`src/hdl/i2c_register_master_core_defines.svh`:
```
// assertion macros for the i2c register master
`ifndef I2C_REGISTER_MASTER_CORE_DEFINES_SVH
`define I2C_REGISTER_MASTER_CORE_DEFINES_SVH
`ifndef SYNTHESIS
`define IRM_ASSERT(label, clk, rst, prop, msg) \
   label: assert property (@(posedge clk) disable iff (rst) prop) else $error(msg);
`define IRM_ASSERT_NR(label, clk, prop, msg) \
   label: assert property (@(posedge clk) prop) else $error(msg);
`else
`define IRM_ASSERT(label, clk, rst, prop, msg)
`define IRM_ASSERT_NR(label, clk, prop, msg)
`endif
`endif

```
`src/hdl/irm_pkg.sv`:
```
// shared types and constants for the i2c register master
`timescale 1ns / 1ps
package irm_pkg;
   localparam logic [1:0] OP_TICK  = 2'd0;
   localparam logic [1:0] OP_WRITE = 2'd1;
   localparam logic [1:0] OP_READ  = 2'd2;

   localparam logic [2:0] ST_OK        = 3'd0;
   localparam logic [2:0] ST_START_ERR = 3'd1;
   localparam logic [2:0] ST_ADDR_NACK = 3'd2;
   localparam logic [2:0] ST_DATA_NACK = 3'd3;
   localparam logic [2:0] ST_RADDR_NACK = 3'd4;

   localparam int REQ_W = 40;
   localparam int RSP_W = 24;

   typedef struct packed {
      logic [1:0] op;
      logic [7:0] device_address;
      logic [7:0] register_address;
      logic [7:0] byte_count;
      logic [7:0] write_byte;
      logic       sda_in;
   } req_type;

   typedef struct packed {
      logic       scl_release;
      logic       sda_release;
      logic       busy_res;
      logic       write_byte_taken;
      logic       read_valid;
      logic [7:0] read_byte;
      logic       read_last;
      logic       done_res;
      logic [2:0] status;
   } rsp_type;

   function automatic req_type unpack_req(input logic [REQ_W-1:0] d);
      req_type r;
      r.op               = d[1:0];
      r.device_address   = d[9:2];
      r.register_address = d[17:10];
      r.byte_count       = d[25:18];
      r.write_byte       = d[33:26];
      r.sda_in           = d[34];
      return r;
   endfunction

   function automatic logic [RSP_W-1:0] pack_rsp(input rsp_type r);
      return {6'b0, r.status, r.done_res, r.read_last, r.read_byte, r.read_valid,
              r.write_byte_taken, r.busy_res, r.sda_release, r.scl_release};
   endfunction
endpackage

```
`src/hdl/irm_front.sv`:
```
// input stage: accepts items, decodes op and queues them for the sequencer
`timescale 1ns / 1ps
module irm_front import irm_pkg::*; (
   input  logic             clock,
   input  logic             reset,
   input  logic             req_tvalid,
   output logic             req_tready,
   input  logic [REQ_W-1:0] req_tdata,
   output logic             q_valid,
   input  logic             q_ready,
   output req_type          q_item
);
   // two-entry queue
   req_type    mem_ff [2];
   logic       wp_ff, wp_in, rp_ff, rp_in;
   logic [1:0] cnt_ff, cnt_in;
   req_type    dec;
   logic       push, pop;

   always_comb begin
      dec = unpack_req(req_tdata);
      // op 3 acts as tick only
      if (dec.op != OP_WRITE && dec.op != OP_READ) dec.op = OP_TICK;
   end

   assign req_tready = (cnt_ff != 2'd2);
   assign push = req_tvalid && req_tready;
   assign q_valid = (cnt_ff != 2'd0);
   assign pop = q_valid && q_ready;
   assign q_item = mem_ff[rp_ff];
   assign wp_in = push ? ~wp_ff : wp_ff;
   assign rp_in = pop ? ~rp_ff : rp_ff;
   assign cnt_in = cnt_ff + {1'b0, push} - {1'b0, pop};

   always_ff @(posedge clock) begin
      if (push) mem_ff[wp_ff] <= dec;
   end

   always_ff @(posedge clock) begin
      if (reset) begin
         wp_ff <= 1'b0; rp_ff <= 1'b0; cnt_ff <= 2'd0;
      end else begin
         wp_ff <= wp_in; rp_ff <= rp_in; cnt_ff <= cnt_in;
      end
   end
endmodule

```
`src/hdl/irm_back.sv`:
```
// bus sequencer: runs one tick per queued item and registers the result
`timescale 1ns / 1ps
`include "i2c_register_master_core_defines.svh"
module irm_back import irm_pkg::*; #(
   parameter int MAX_BURST = 255
) (
   input  logic             clock,
   input  logic             reset,
   input  logic [15:0]      tpd,
   input  logic             q_valid,
   output logic             q_ready,
   input  req_type          q_item,
   output logic             rsp_tvalid,
   input  logic             rsp_tready,
   output logic [RSP_W-1:0] rsp_tdata
);
   localparam logic [4:0] PH_IDLE = 5'd0, PH_START_A = 5'd1, PH_START_B = 5'd2,
      PH_START_C = 5'd3, PH_TX_LOW = 5'd4, PH_TX_DATA = 5'd5, PH_TX_HIGH = 5'd6,
      PH_ACK_LOW = 5'd7, PH_ACK_REL = 5'd8, PH_ACK_HIGH = 5'd9, PH_RX_LOW = 5'd10,
      PH_RX_HIGH = 5'd11, PH_MACK_LOW = 5'd12, PH_MACK_SET = 5'd13,
      PH_MACK_HIGH = 5'd14, PH_MACK_END = 5'd15, PH_STOP_A = 5'd16,
      PH_STOP_B = 5'd17, PH_STOP_C = 5'd18, PH_STOP_D = 5'd19;
   localparam logic [1:0] SG_DEV = 2'd0, SG_REG = 2'd1, SG_DATA = 2'd2, SG_RADDR = 2'd3;
   localparam logic [7:0] MAX_B = 8'(MAX_BURST);

   logic [4:0]  ph_ff, ph_in;
   logic [15:0] dly_ff, dly_in;
   logic [2:0]  units_ff, units_in;
   logic [3:0]  bits_ff, bits_in;
   logic [7:0]  shf_ff, shf_in, left_ff, left_in, dev_ff, dev_in, reg_ff, reg_in;
   logic        rd_ff, rd_in, rst_ff, rst_in, scl_ff, scl_in, sda_ff, sda_in_nx;
   logic [1:0]  stg_ff, stg_in;
   logic [2:0]  fail_ff, fail_in;
   rsp_type     r;
   logic        ovld_ff;
   logic [RSP_W-1:0] odat_ff;
   logic        step;
   logic [15:0] unit;
   logic [7:0]  shv;

   assign q_ready = !ovld_ff || rsp_tready;
   assign step = q_valid && q_ready;
   assign rsp_tvalid = ovld_ff;
   assign rsp_tdata = odat_ff;
   assign unit = (tpd == 16'd0) ? 16'd1 : tpd;

   function automatic logic [2:0] seg_len(input logic [4:0] p);
      unique case (p)
         PH_TX_HIGH, PH_ACK_HIGH, PH_RX_HIGH: seg_len = 3'd3;
         PH_RX_LOW, PH_STOP_B:                seg_len = 3'd2;
         PH_MACK_HIGH:                        seg_len = 3'd4;
         PH_IDLE:                             seg_len = 3'd0;
         default:                             seg_len = 3'd1;
      endcase
   endfunction

   always_comb begin
      ph_in = ph_ff; dly_in = dly_ff; units_in = units_ff; bits_in = bits_ff;
      shf_in = shf_ff; left_in = left_ff; dev_in = dev_ff; reg_in = reg_ff;
      rd_in = rd_ff; rst_in = rst_ff; scl_in = scl_ff; sda_in_nx = sda_ff;
      stg_in = stg_ff; fail_in = fail_ff;
      r = '0;
      shv = '0;
      if (ph_ff == PH_IDLE) begin
         if (q_item.op == OP_WRITE || q_item.op == OP_READ) begin
            dev_in = q_item.device_address;
            reg_in = q_item.register_address;
            rd_in = (q_item.op == OP_READ);
            left_in = (q_item.byte_count > MAX_B) ? MAX_B : q_item.byte_count;
            rst_in = 1'b0; fail_in = ST_OK; bits_in = '0;
            ph_in = PH_START_A;
         end
      end else if (dly_ff + 16'd1 >= unit) begin
         dly_in = '0;
         units_in = units_ff - 3'd1;
         if (units_ff <= 3'd1) begin
            units_in = 3'd0;
            unique case (ph_ff)
               PH_START_A: ph_in = (!rst_ff && !q_item.sda_in) ? PH_IDLE : PH_START_B;
               PH_START_B: ph_in = (!rst_ff && q_item.sda_in) ? PH_IDLE : PH_START_C;
               PH_START_C: begin
                  bits_in = '0; ph_in = PH_TX_LOW;
                  if (rst_ff) begin
                     rst_in = 1'b0; shf_in = dev_ff + 8'd1; stg_in = SG_RADDR;
                  end else begin
                     shf_in = dev_ff; stg_in = SG_DEV;
                  end
               end
               PH_TX_LOW: ph_in = PH_TX_DATA;
               PH_TX_DATA: ph_in = PH_TX_HIGH;
               PH_TX_HIGH: begin
                  shf_in = {shf_ff[6:0], 1'b0};
                  bits_in = bits_ff + 4'd1;
                  ph_in = (bits_ff >= 4'd7) ? PH_ACK_LOW : PH_TX_LOW;
               end
               PH_ACK_LOW: ph_in = PH_ACK_REL;
               PH_ACK_REL: ph_in = PH_ACK_HIGH;
               PH_ACK_HIGH: begin
                  bits_in = '0;
                  unique case (stg_ff)
                     SG_DEV: if (q_item.sda_in) begin
                        fail_in = ST_ADDR_NACK; ph_in = PH_STOP_A;
                     end else begin
                        shf_in = reg_ff; stg_in = SG_REG; ph_in = PH_TX_LOW;
                     end
                     SG_RADDR: if (q_item.sda_in) begin
                        fail_in = ST_RADDR_NACK; ph_in = PH_STOP_A;
                     end else if (left_ff != 8'd0) begin
                        shf_in = '0; ph_in = PH_RX_LOW;
                     end else begin
                        fail_in = ST_OK; ph_in = PH_STOP_A;
                     end
                     default: if (stg_ff == SG_REG && rd_ff) begin
                        rst_in = 1'b1; fail_in = ST_OK; ph_in = PH_STOP_A;
                     end else if (stg_ff == SG_DATA && q_item.sda_in) begin
                        fail_in = ST_DATA_NACK; ph_in = PH_STOP_A;
                     end else if (left_ff != 8'd0) begin
                        left_in = left_ff - 8'd1; r.write_byte_taken = 1'b1;
                        shf_in = q_item.write_byte; stg_in = SG_DATA; ph_in = PH_TX_LOW;
                     end else begin
                        fail_in = ST_OK; ph_in = PH_STOP_A;
                     end
                  endcase
               end
               PH_RX_LOW: ph_in = PH_RX_HIGH;
               PH_RX_HIGH: begin
                  shv = {shf_ff[6:0], q_item.sda_in};
                  shf_in = shv;
                  bits_in = bits_ff + 4'd1;
                  if (bits_ff >= 4'd7) begin
                     r.read_valid = 1'b1; r.read_byte = shv;
                     r.read_last = (left_ff <= 8'd1);
                     if (left_ff != 8'd0) left_in = left_ff - 8'd1;
                     ph_in = PH_MACK_LOW;
                  end else ph_in = PH_RX_LOW;
               end
               PH_MACK_LOW: ph_in = PH_MACK_SET;
               PH_MACK_SET: ph_in = PH_MACK_HIGH;
               PH_MACK_HIGH: ph_in = PH_MACK_END;
               PH_MACK_END: if (left_ff != 8'd0) begin
                  shf_in = '0; bits_in = '0; ph_in = PH_RX_LOW;
               end else begin
                  fail_in = ST_OK; ph_in = PH_STOP_A;
               end
               PH_STOP_A: ph_in = PH_STOP_B;
               PH_STOP_B: ph_in = PH_STOP_C;
               PH_STOP_C: ph_in = PH_STOP_D;
               PH_STOP_D: ph_in = rst_ff ? PH_START_A : PH_IDLE;
               default: ph_in = PH_IDLE;
            endcase
            // finishing: start failure or end of stop
            if (ph_in == PH_IDLE) begin
               r.done_res = 1'b1;
               r.status = (ph_ff == PH_STOP_D) ? fail_ff :
                          ((ph_ff == PH_START_A || ph_ff == PH_START_B) ?
                           ST_START_ERR : ST_OK);
            end
         end
      end else begin
         dly_in = dly_ff + 16'd1;
      end
      // segment entry: reload timers and set line levels
      if (ph_in != ph_ff || (ph_in != PH_IDLE && units_ff <= 3'd1 && dly_in == 16'd0
                             && ph_ff != PH_IDLE)) begin
         dly_in = '0;
         units_in = seg_len(ph_in);
         unique case (ph_in)
            PH_START_A: begin scl_in = 1'b1; sda_in_nx = 1'b1; end
            PH_START_B, PH_STOP_B: sda_in_nx = 1'b0;
            PH_START_C, PH_TX_LOW, PH_ACK_LOW, PH_MACK_LOW, PH_MACK_END, PH_STOP_A:
               scl_in = 1'b0;
            PH_TX_DATA: sda_in_nx = shf_in[7];
            PH_TX_HIGH, PH_ACK_HIGH, PH_RX_HIGH, PH_MACK_HIGH, PH_STOP_C: scl_in = 1'b1;
            PH_ACK_REL, PH_STOP_D: sda_in_nx = 1'b1;
            PH_RX_LOW: begin scl_in = 1'b0; sda_in_nx = 1'b1; end
            PH_MACK_SET: sda_in_nx = (left_in == 8'd0);
            default: ;
         endcase
      end
      r.scl_release = scl_in;
      r.sda_release = sda_in_nx;
      r.busy_res = (ph_in != PH_IDLE);
   end

   always_ff @(posedge clock) begin
      if (reset) begin
         ph_ff <= PH_IDLE; dly_ff <= '0; units_ff <= '0; bits_ff <= '0;
         shf_ff <= '0; left_ff <= '0; dev_ff <= '0; reg_ff <= '0; rd_ff <= 1'b0;
         rst_ff <= 1'b0; scl_ff <= 1'b1; sda_ff <= 1'b1; stg_ff <= SG_DEV;
         fail_ff <= ST_OK; ovld_ff <= 1'b0;
      end else begin
         if (step) begin
            ph_ff <= ph_in; dly_ff <= dly_in; units_ff <= units_in; bits_ff <= bits_in;
            shf_ff <= shf_in; left_ff <= left_in; dev_ff <= dev_in; reg_ff <= reg_in;
            rd_ff <= rd_in; rst_ff <= rst_in; scl_ff <= scl_in; sda_ff <= sda_in_nx;
            stg_ff <= stg_in; fail_ff <= fail_in;
         end
         if (q_ready) ovld_ff <= q_valid;
      end
   end

   always_ff @(posedge clock) begin
      if (step) odat_ff <= pack_rsp(r);
   end

   `IRM_ASSERT(a_idle_no_units, clock, reset, (ph_ff == PH_IDLE) |-> (dly_ff == 16'd0), "idle with delay running")
   `IRM_ASSERT(a_bits_range, clock, reset, (bits_ff <= 4'd8), "bit count out of range")
   `IRM_ASSERT(a_units_range, clock, reset, (ph_ff != PH_IDLE) |-> (units_ff != 3'd0 && units_ff <= 3'd4), "segment length bad")
   `IRM_ASSERT(a_out_hold, clock, reset, (rsp_tvalid && !rsp_tready) |=> (rsp_tvalid && $stable(rsp_tdata)), "stalled item changed")
endmodule

```
`src/hdl/i2c_register_master_core.sv`:
```
// i2c register master top level
// path: each accepted item passes the input queue, then the sequencer, whose result is held in the output register
// throughput: one item per cycle while results are taken; the sequencer steps once per item
// the two-entry input queue lets input and output stall independently
// reset: synchronous, active high; bus lines released, unit length 10
`timescale 1ns / 1ps
module i2c_register_master_core import irm_pkg::*; #(
   parameter int MAX_BURST = 255
) (
   input  logic             clock,
   input  logic             reset,
   input  logic             csr_valid,
   output logic             csr_ready,
   input  logic [15:0]      csr_data,     // ticks_per_delay
   input  logic             req_tvalid,
   output logic             req_tready,
   // op, device_address, register_address, byte_count, write_byte, sda_in
   input  logic [REQ_W-1:0] req_tdata,
   output logic             rsp_tvalid,
   input  logic             rsp_tready,
   // scl_release, sda_release, busy_res, write_byte_taken, read_valid,
   // read_byte, read_last, done_res, status
   output logic [RSP_W-1:0] rsp_tdata
);
   logic [15:0] tpd_ff;
   logic        q_valid, q_ready;
   req_type     q_item;

   assign csr_ready = 1'b1;
   always_ff @(posedge clock) begin
      if (reset) tpd_ff <= 16'd10;
      else if (csr_valid) tpd_ff <= csr_data;
   end

   irm_front u_front (.clock, .reset, .req_tvalid, .req_tready, .req_tdata,
      .q_valid, .q_ready, .q_item);

   irm_back #(.MAX_BURST(MAX_BURST)) u_back (.clock, .reset, .tpd(tpd_ff),
      .q_valid, .q_ready, .q_item, .rsp_tvalid, .rsp_tready, .rsp_tdata);
endmodule

```
`config.mk`:
```
export PLATFORM = sky130hd
export DESIGN_NAME = i2c_register_master_core
export DESIGN_NICKNAME = d
export VERILOG_FILES = /design/src/hdl/irm_pkg.sv /design/src/hdl/irm_front.sv /design/src/hdl/irm_back.sv /design/src/hdl/i2c_register_master_core.sv
export VERILOG_INCLUDE_DIRS = /design/src /design/src/hdl
export SDC_FILE = /design/constraint.sdc
export NUM_CORES = 1
export LEC_CHECK = 0
export BUFFER_PORTS_ARGS = -buffer_cell sky130_fd_sc_hd__clkbuf_2
export CORE_MARGIN = 2
export CORE_UTILIZATION = 50
export CTS_CLUSTER_DIAMETER = 50
export DETAILED_ROUTE_END_ITERATION = 10
export MAX_ROUTING_LAYER = met4
export PLACE_DENSITY = 0.77
export SLEW_MARGIN = 20
export SYNTH_ARGS = -nofsm -noshare
export SYNTH_HDL_FRONTEND = slang
export SYNTH_SLANG_ARGS = --single-unit
```
`constraint.sdc`:
```
create_clock -name clock -period 4.56 [get_ports clock]
set_input_delay 0 -clock clock [delete_from_list [all_inputs] [get_ports clock]]
set_output_delay 0 -clock clock [all_outputs]
set_load 0.05 [all_outputs]
```
=== Word level (Yosys, flattened, before mapping) ===
Memory sizes are Yosys's and may differ from the RTL's. A register that Yosys moved wholly into a read port is not among the register bits.
Index checks and enable logic that the tools add are counted.

* Memory bits (writable): 70
* Flip-flop bits (word level): 108
* Bits of input ports: 61
* Output and inout bits: 27
* Memories: 1

* Add/sub/neg operators: 7
* Bitwise gates (word level): 9
* Reduce and logical (&&, ||, !) cells: 57
* Eq/ne operators: 62
* Multiplexer cells: 97
* Magnitude comparators: 5

{| class="wikitable"
|+ Memory list
! memory !! depth !! bits a word !! rd ports !! clocked after Yosys merged registers in !! write ports !! line !! text
|-
| u_front.mem_ff || 2 || 35 || 1 || 1 || 1 || irm_front.sv:14 || <nowiki>req_type mem_ff [2];</nowiki>
|}

{| class="wikitable"
|+ Operator list
! operator !! number
|-
| two-way mux 8 bit || 20
|-
| one-hot mux 5 bit (19 select lines) || 1
|-
| == test 5 x 4 -> 1 bit (second input constant) || 16
|-
| two-way mux 5 bit || 13
|-
| two-way mux 16 bit || 4
|-
| two-way mux 3 bit || 15
|-
| == test 5 x 3 -> 1 bit (second input constant) || 8
|-
| == test 5 bit (second input constant) || 8
|-
| one-hot mux 8 bit (5 select lines) || 1
|-
| zero test 16 bit || 2
|-
| one-hot mux 8 bit (2 select lines) || 2
|-
| two-way mux 4 bit || 6
|-
| == test 5 x 2 -> 1 bit (second input constant) || 4
|-
| AND reduction 10 bit || 2
|-
| two-way mux 2 bit || 9
|-
| adder 16 x 1 -> 16 bit (second input constant) || 1
|-
| greater-or-equal comparator 16 bit || 1
|-
| zero test 5 bit || 3
|-
| two-way mux 1 bit || 15
|-
| nonzero test 5 bit || 3
|-
| inequality test 3 bit (second input constant) || 4
|-
| one-hot mux 3 bit (2 select lines) || 2
|-
| one-hot mux 3 bit (4 select lines) || 1
|-
| one-hot mux 4 bit (3 select lines) || 1
|-
| 46 further kinds || 95
|}

=== Longest topological paths before layout ===
Gate-level depths: netlist of run 1.

* Word-level depth: 19
* Depth in mapped cells: 18

=== Cells and area by module ===
From an unflattened synthesis of run 1, not the netlist that was laid out.

* Cell total of the unflattened synthesis: 1010
* Area total of the unflattened synthesis: 9587.9 µm²

{| class="wikitable"
|+ By module, submodules not included
! module !! times used !! area an instance (µm²) !! seq. area each (µm²) !! cells an instance
|-
| irm_back || 1 || 6197.2 || 1941.9 || 816
|-
| irm_front || 1 || 2796.4 || 2202.1 || 140
|-
| i2c_register_master_core || 1 || 594.3 || 320.3 || 54
|}

=== Least setup slack after synthesis of run 1 ===
OpenSTA, ideal clock, no wires.

* Path kind: reg2reg
* Start: register u_back.dly_ff[0]
* End: register u_back.odat_ff[0] (netlist: u_back.rsp_tdata[0]) (data pin)
* Stages on the path, launching flop included: 18
* Arrival: 4.317 ns
* Setup slack: -0.014 ns
* Path buffers: 1
* Path through: dfxtp_1 -> ha_1 -> and4_1 -> and3_1 -> nand4_1 -> and2_1 -> or2_2 -> ha_1 -> nand4_1 -> a211o_1 -> o32a_4 -> a21oi_4 -> buf_6 -> mux2_2 -> a21oi_1 -> a22o_1 -> o21ai_0 -> a22o_1

{| class="wikitable"
|+ RTL lines
! what !! line !! text
|-
| start, declared || irm_back.sv:27 || <nowiki>logic [15:0] dly_ff, dly_in;</nowiki>
|-
| start signal, assigned || irm_back.sv:193 || <nowiki>ph_ff <= ph_in; dly_ff <= dly_in; units_ff <= units_in; bits_ff <= bits_in;</nowiki>
|-
| end signal, assigned || irm_back.sv:203 || <nowiki>if (step) odat_ff <= pack_rsp(r);</nowiki>
|-
| end, declared || irm_back.sv:36 || <nowiki>logic [RSP_W-1:0] odat_ff;</nowiki>
|}

=== Final worst setup path of run 1 ===
* Start: register u_back.dly_ff[0]
* End: register u_back.sda_ff

* Longest elaborated chain between the ends: 10
* Elaborated cells between the ends (all ways): 30

{| class="wikitable"
|+ Ends and longest elaborated chain
! what !! line !! text
|-
| branches (longest 9 deep; another with adder 16 x 1 -> 16 bit) || n/a ||
|-
| two-way mux 1 bit * || irm_back.sv:163 || <nowiki>if (ph_in != ph_ff || (ph_in != PH_IDLE && units_ff <= 3'd1 && dly_in == 16'd0</nowiki>
|-
| end signal, assigned || irm_back.sv:195 || <nowiki>rd_ff <= rd_in; rst_ff <= rst_in; scl_ff <= scl_in; sda_ff <= sda_in_nx;</nowiki>
|-
| end, declared || irm_back.sv:31 || <nowiki>logic rd_ff, rd_in, rst_ff, rst_in, scl_ff, scl_in, sda_ff, sda_in_nx;</nowiki>
|}

Every way passes the cells marked *.
A chain may end at the register's enable or synchronous reset.

==> results.py, run 1 <==
metrics = {
    "run_status": {
        "outcome": "complete, no violations",
    },
    "detailed_routing": {
        "viasPerCell": 5.92,
        "dr.pass1.iters": 6,
        "top_layer": "met4",
        "wl_um": 26400,
        "drtIter0Drc": 814,
        "drc_errors": 0,
        "vias": 8609,
        "wl_per_cell_um": 18.2,
        "wl_met2_um": 12800,
        "wl_met3_um": 1560,
        "ant_nets": 0,
        "drt-met1-wl_um": 11400,
    },
    "yosys": {
        "synthCells": 1025,
        "yosysUniqueCellTypes": 93,
        "syn_area_per_cell_um2": 9.70,
        "synthTopCellsByArea": "edfxtp_1, dfxtp_1, mux2i_1",
        "ys_seq_elements": 179,
        "yosysSeqAreaShare_pct": 44.9,
        "synth-edff-count": 88,
        "yosysWarnings": 0,
        "yosysMostFrequentCell": "nor2_1",
        "yosysTopAreaCell": "edfxtp_1",
        "async_flop_share_pct": 0,
        "synth_common_cells": "nor2_1, dfxtp_1, edfxtp_1, nand2_1, a21oi_1",
        "netlist_area_um2": 9940,
        "synthFlopType": "dfxtp_1",
        "netlist.area_leader.share_pct": 26.6,
    },
    "cts": {
        "cts_tree": "built",
        "htree_levels": 4,
        "clk_pin_slew_worst_paths_ns": 0.08,
        "clk_latency_ns": 0.45,
        "cts_buffers": 17,
        "cts_buffer_depth": 2,
        "clock-sinks": 179,
        "cts_root_buf": "clkbuf_16",
    },
    "pwr": {
        "vdd_drop_max_mv": 0.336,
        "p_leak_nw": 4.57,
        "powerDensity_nw_per_um2": 529,
    },
    "min_path": {
        "hold_class": "in2reg",
    },
    "sta": {
        "slew_viol_final": 0,
        "setup_viol": 0,
        "fin_hold_ws_ns": 0.166,
        "max_slew_margin_pct": 33.1,
        "final.setup.tns_ns": 0,
        "finClkSkew_ns": 0.0150,
        "tightest_slew_ns": 1.00,
        "hold_viol": 0,
        "period_share_pct": 95.6,
        "max_freq_ghz": 0.229,
        "period_minus_slack_ns": 4.36,
    },
    "global_routing": {
        "grt_pass1_vias": 8199,
        "antenna_found_initial": 0,
        "grt_max_degree": 45,
        "grt_pass1_wl_um": 42500,
        "grt_use_total_pct": 25.7,
        "gr-total-overflow": 0,
    },
    "floorplan": {
        "die_h_um": 145,
        "die_w_um": 145,
        "core_area_um2": 19500,
        "die_area_um2": 21000,
        "start_util_pct": 51.1,
        "rows": 51,
        "ios": 88,
    },
    "critical_path": {
        "timing.critical_path.mode_cell": "nand4_1",
        "timing.critical_path.slowest_cell_delay_ns": 0.35,
        "cp-end-kind": "flop",
        "crit_chain": "ha_2 -> and4_4 -> and3_4 -> nand4_1 -> and2_4 -> or2_2 -> ha_1 -> nand4_1 -> a211o_1 -> o32a_4 -> a21oi_4 -> buf_6 -> mux2_4 -> nor4_4 -> o21ai_2 -> a2111oi_4 -> a32oi_1",
        "start_kind": "flop",
        "slowest_stage": "o32a_4",
        "criticalPathCategory": "reg2reg",
        "cp.arrival_ns": 4.67,
        "worstPathRequired_ns": 4.87,
        "critPathMaxFanout": 5,
    },
    "run": {
        "cap_violations": 0,
    },
    "cells_and_area": {
        "num_antenna_cells": 0,
        "synthToLayoutAreaGrowth_pct": 21.3,
        "fill_cells": 1584,
        "drive_above_1_share_pct": 20.3,
        "finalNetCount": 1267,
    },
    "place": {
        "hpwlAfterDp_um": 17500,
        "gp_congestion": 0.962,
        "portBuffers": 75,
    },
}
-- cell usage in the layout (no fill, tap or decap), drive strengths merged, types with 16 or more instances in the layout --
cell         Yosys  layout
nor3            28      28
dfxtp           91      91
mux2i           53      53
nor2           123     123
edfxtp          88      88
clkbuf          34      92
ha              31      31
nand2           74      74
a211oi          30      30
dlygate4sd3      0      54
nand4           17      17
xnor2           16      16
inv             40      47
and3            17      17
o21ai           58      58
a21oi           68      68
buf             28      60
nand3           20      20
-- state kept, by name, summed over array words and instances, names as in the netlist, named ones only --
signal and count:
u_back.stg_ff 2, u_front.cnt_ff 2, u_back.dly_ff 16, u_back.sda_ff 1, u_back.dev_ff 8, u_back.scl_ff 1
u_back.bits_ff 4, u_front.wp_ff 1, u_back.rsp_tdata 18, u_front.mem_ff 70, u_back.ph_ff 5, u_back.fail_ff 3
tpd_ff 16, u_back.rd_ff 1, u_front.rp_ff 1, u_back.rst_ff 1, u_back.shf_ff 8, u_back.reg_ff 8
u_back.rsp_tvalid 1, u_back.units_ff 3, u_back.left_ff 8
-- path summary, 6_finish.rpt --
| path | cells past startpoint | to | slack, ns | from |
|---|---|---|---|---|
| max | 17 | u_back.sda_ff | 0.20 | u_back.dly_ff[0] |
| min | 3 | tpd_ff[1] | 0.17 | csr_valid |
| max reg2reg | 17 | u_back.sda_ff | 0.20 | u_back.dly_ff[0] |
| min reg2reg | 2 | u_back.fail_ff[1] | 0.47 | u_back.fail_ff[1] |
-- power breakdown --
group	internal, mW	leakage, nW	total, mW	switching, mW
Combinational	0.913	2.70	2.58	1.67
Sequential	2.02	1.57	2.24	0.215
Clock	0.824	0.304	1.56	0.734
Total	3.76	4.57	6.38	2.62
-- stage by stage --
stage | std cells | utilization [%] | total power, mW | cell area (um^2) | worst slack [ns]
global route | 1453 | 62.0 | 6.68 | 12100 | -0.0360
global placement | 1364 | 55.1 | 4.66 | 10700 | 0.148
floorplan | 1030 | - | 4.06 | 9970 | 0.0203
detailed placement | 1364 | 55.1 | 4.69 | 10700 | 0.0592
finish | 1453 | 62.0 | 6.38 | 12100 | 0.199
CTS | 1450 | 61.2 | 6.27 | 11900 | 0.00466
-- timing repair --
| item | CTS | global route |
|---|---|---|
| setup endpoints to repair | 1 | 18 |
| resized for setup | 1 | 35 |
| hold endpoints to repair | 88 | 0 |
| pin swaps | 0 | 14 |
| setup buffers | 0 | 3 |
| hold buffers | 54 | 0 |
-- kinds of logic (layout without fill, tap and decap cells) --
kind of cell	after synthesis	after routing	synth area share (%)
AND/OR/NAND/NOR	359	359	18.2
AO/OA/AOI/OAI	266	266	19.0
flip-flops	179	179	44.9
buffers and inverters	103	261	5.42
multiplexers	60	60	6.33
adder cells (fa/ha/maj)	31	31	3.90
XOR/XNOR	25	25	2.20
other	2	7	0.0755
-- cell type report --
type | count | area (um^2) | area share, %
repair buffers | 188 | 1370 | 11.4
clock buffers | 18 | 450 | 3.74
well taps | 265 | 332 | 2.75
flip-flops and latches | 179 | 4470 | 37.1
multi-input cells | 748 | 5100 | 42.3
clock inverters | 14 | 178 | 1.47
inverters | 41 | 154 | 1.28
-- routing by layer --
metal,up-vias,global-route usage (%)
met2,358,41.7
met3,50,3.71
met1,4091,33.6
met4,0,7.92
met5,-,-
li1,4110,-
-- worst max-delay path: cells and delay by family (launching register included) --
family,cells,cell delay (ns)
AOI/OAI and AO/OA,6,1.56
DFF,1,0.34
and+or+nand+nor,7,1.35
buffers and inverters,1,0.16
adders and majority gates,2,0.48
muxes,1,0.34
(Power assumes the default switching activity.)
==> inputs of run 2 (changes only) <==
--- a/config.mk
+++ b/config.mk
@@ -12,7 +12,7 @@
 export CTS_CLUSTER_DIAMETER = 50
 export DETAILED_ROUTE_END_ITERATION = 10
 export MAX_ROUTING_LAYER = met4
-export PLACE_DENSITY = 0.77
+export PLACE_DENSITY = 0.75
 export SLEW_MARGIN = 20
 export SYNTH_ARGS = -nofsm -noshare
 export SYNTH_HDL_FRONTEND = slang
==> constraint.sdc (replaced) <==
create_clock -name clock -period 4.9 [get_ports clock]
set_input_delay 0 -clock clock [delete_from_list [all_inputs] [get_ports clock]]
set_output_delay 0 -clock clock [all_outputs]
set_load 0.05 [all_outputs]
==> run 2 against run 1 <==
Against the previous run:
- non-clock buffer count down 24
- highest routed layer unchanged
- largest power group unchanged
- sequential share of layout area increased by 0.92 points
- core utilization down 1.6 points
- sequential power shrank 7%
- final area shrank 2.5%
- critical path type unchanged
- combinational power is 12% lower
- worst hold slack improved by 0.012 ns
- setup slack got worse by 0.00058 ns
- via count down 2.6%
- global-route usage shrank 0.80 points
==> results.py, run 2 (synthesis results as in run 1) <==
metrics = {
    "sta": {
        "hold_viol": 0,
        "slew_viol_final": 0,
        "max_slew_margin_pct": 33.6,
        "period_share_pct": 95.9,
        "tightest_slew_ns": 0.993,
        "finClkSkew_ns": 0.0169,
        "period_minus_slack_ns": 4.70,
        "setup_viol": 0,
        "final.setup.tns_ns": 0,
        "max_freq_ghz": 0.213,
    },
    "cells_and_area": {
        "final_area_um2": 11800,
        "fin_util_pct": 60.4,
        "synthToLayoutAreaGrowth_pct": 18.2,
        "fin_cells": 1430,
        "final_cell_mix": "nor2_1, dfxtp_1, edfxtp_1",
        "multi_input_area_um2": 5000,
        "drive_above_1_share_pct": 17.0,
        "largest_reg_flops": 70,
        "seq_area_um2": 4470,
        "regMostFlops": "u_front.mem_ff",
        "final_common_cell": "nor2_1",
        "finalNetCount": 1243,
        "fill_cells": 1565,
    },
    "pwr": {
        "combPwrFrac_pct": 39.4,
        "power_mw": 5.73,
        "vdd_drop_max_mv": 0.296,
        "sequentialPowerShare_pct": 36.5,
        "p_leak_nw": 4.40,
        "sw_frac_of_total_pct": 41.5,
        "clockPowerShare_pct": 24.1,
        "power_switching_mw": 2.38,
        "powerDensity_nw_per_um2": 487,
        "p_int_mw": 3.35,
    },
    "critical_path": {
        "path_buf_inv": 0,
        "criticalPathCategory": "reg2reg",
        "cp.arrival_ns": 5.00,
        "worstPathRequired_ns": 5.20,
        "crit_chain": "and4_1 -> and3_1 -> nand4_1 -> and2_1 -> or2_2 -> ha_1 -> nand4_1 -> a211o_1 -> o32a_4 -> a21oi_4 -> nand3_1 -> a21boi_1 -> or4_2 -> a2111oi_4 -> a32oi_1",
        "cp_top_family": "simple AND/OR/NAND/NOR gates",
        "timing.critical_path.mode_cell": "nand4_1",
        "cp-end-kind": "flop",
        "slowest_stage": "or4_2",
        "timing.critical_path.slowest_cell_delay_ns": 0.74,
        "start_kind": "flop",
        "critPathMaxFanout": 5,
    },
    "floorplan": {
        "rows": 51,
        "core_area_um2": 19500,
        "ios": 88,
        "start_util_pct": 51.1,
        "die_area_um2": 21000,
        "die_h_um": 145,
        "die_w_um": 145,
    },
    "cts": {
        "cts_tree": "built",
        "cts_buffer_depth": 2,
        "htree_levels": 4,
        "cts_root_buf": "clkbuf_16",
        "clk_latency_ns": 0.44,
        "clock-sinks": 179,
        "clk_pin_slew_worst_paths_ns": 0.08,
        "cts_buffers": 17,
    },
    "detailed_routing": {
        "drtIter0Drc": 843,
        "dr.pass1.iters": 6,
        "drc_errors": 0,
        "vias": 8385,
        "ant_nets": 0,
        "wl_um": 25500,
        "viasPerCell": 5.86,
        "wl_per_cell_um": 17.8,
    },
    "min_path": {
        "hold_class": "in2reg",
    },
    "place": {
        "gp_congestion": 0.963,
        "portBuffers": 75,
        "hpwlAfterDp_um": 17200,
        "dp_cells": 1341,
        "placed_area_um2": 10600,
    },
    "run_status": {
        "outcome": "complete, no violations",
    },
    "run": {
        "cap_violations": 0,
    },
    "global_routing": {
        "grt_pass1_vias": 8139,
        "grt_pass1_wl_um": 41500,
        "antenna_found_initial": 1,
        "grt_use_total_pct": 24.9,
        "gr-total-overflow": 0,
        "grt_max_degree": 47,
    },
}
==> run 2: final cells by class <==
type / instances / share of cell area (%)
Inverter: 41 / 1.31
Clock inverter: 15 / 1.53
Multi-Input combinational cell: 748 / 42.5
Antenna cell: 1 / 0.0213
Timing Repair Buffer: 164 / 10.1
Sequential cell: 179 / 38.0
Tap cell: 265 / 2.82
Clock buffer: 17 / 3.62
==> run 2: final timing paths <==
kind / from / to / slack, ns / cells past startpoint
hold / removal: csr_valid / tpd_ff[1] / 0.18 / 3
setup / recovery: u_back.dly_ff[8] / u_back.sda_ff / 0.20 / 15
setup reg to reg: u_back.dly_ff[8] / u_back.sda_ff / 0.20 / 15
hold reg to reg: u_back.fail_ff[1] / u_back.fail_ff[1] / 0.46 / 2
==> run 2: repair_timing <==
item | 4_1_cts | 5_1_grt
setup endpoints to repair | 0 | 6
hold endpoints to repair | 88 | 0
gates resized for setup | 0 | 5
buffers inserted | 0 | 2
hold buffers | 54 | 0
==> run 2: layer usage <==
metal  GRT usage [%]  part of all wire, %  vias up
met4            7.23                  1.5        0
met2            39.5                   48      313
met1            33.2                   44     3974
met3            4.06                  6.2       36
met5               -                    0        -
li1                -                    -     4062
==> run 2: stage by stage <==
step	setup slack (ns)	hold slack (ns)
after global placement	0.290	0.189
after detailed placement	0.174	0.192
after floorplan	0.326	0.0989
after CTS	0.135	0.131
final	0.199	0.178
after global routing	-0.00276	0.196
==> run 2: power by group through the flow <==
stage	Clock, mW	Sequential [mW]	Combinational [mW]
2_1_floorplan	0	2.26	1.52
3_3_place_gp	0	2.12	2.16
3_5_place_dp	0	2.12	2.19
4_1_cts	1.40	2.09	2.23
5_1_grt	1.46	2.13	2.43
6_report	1.38	2.09	2.26
==> run 2: worst min-delay path, cell delays in order <==
cell and delay, ns:
clkbuf_2 0.32, nand2_1 0.16, o211ai_1 0.07
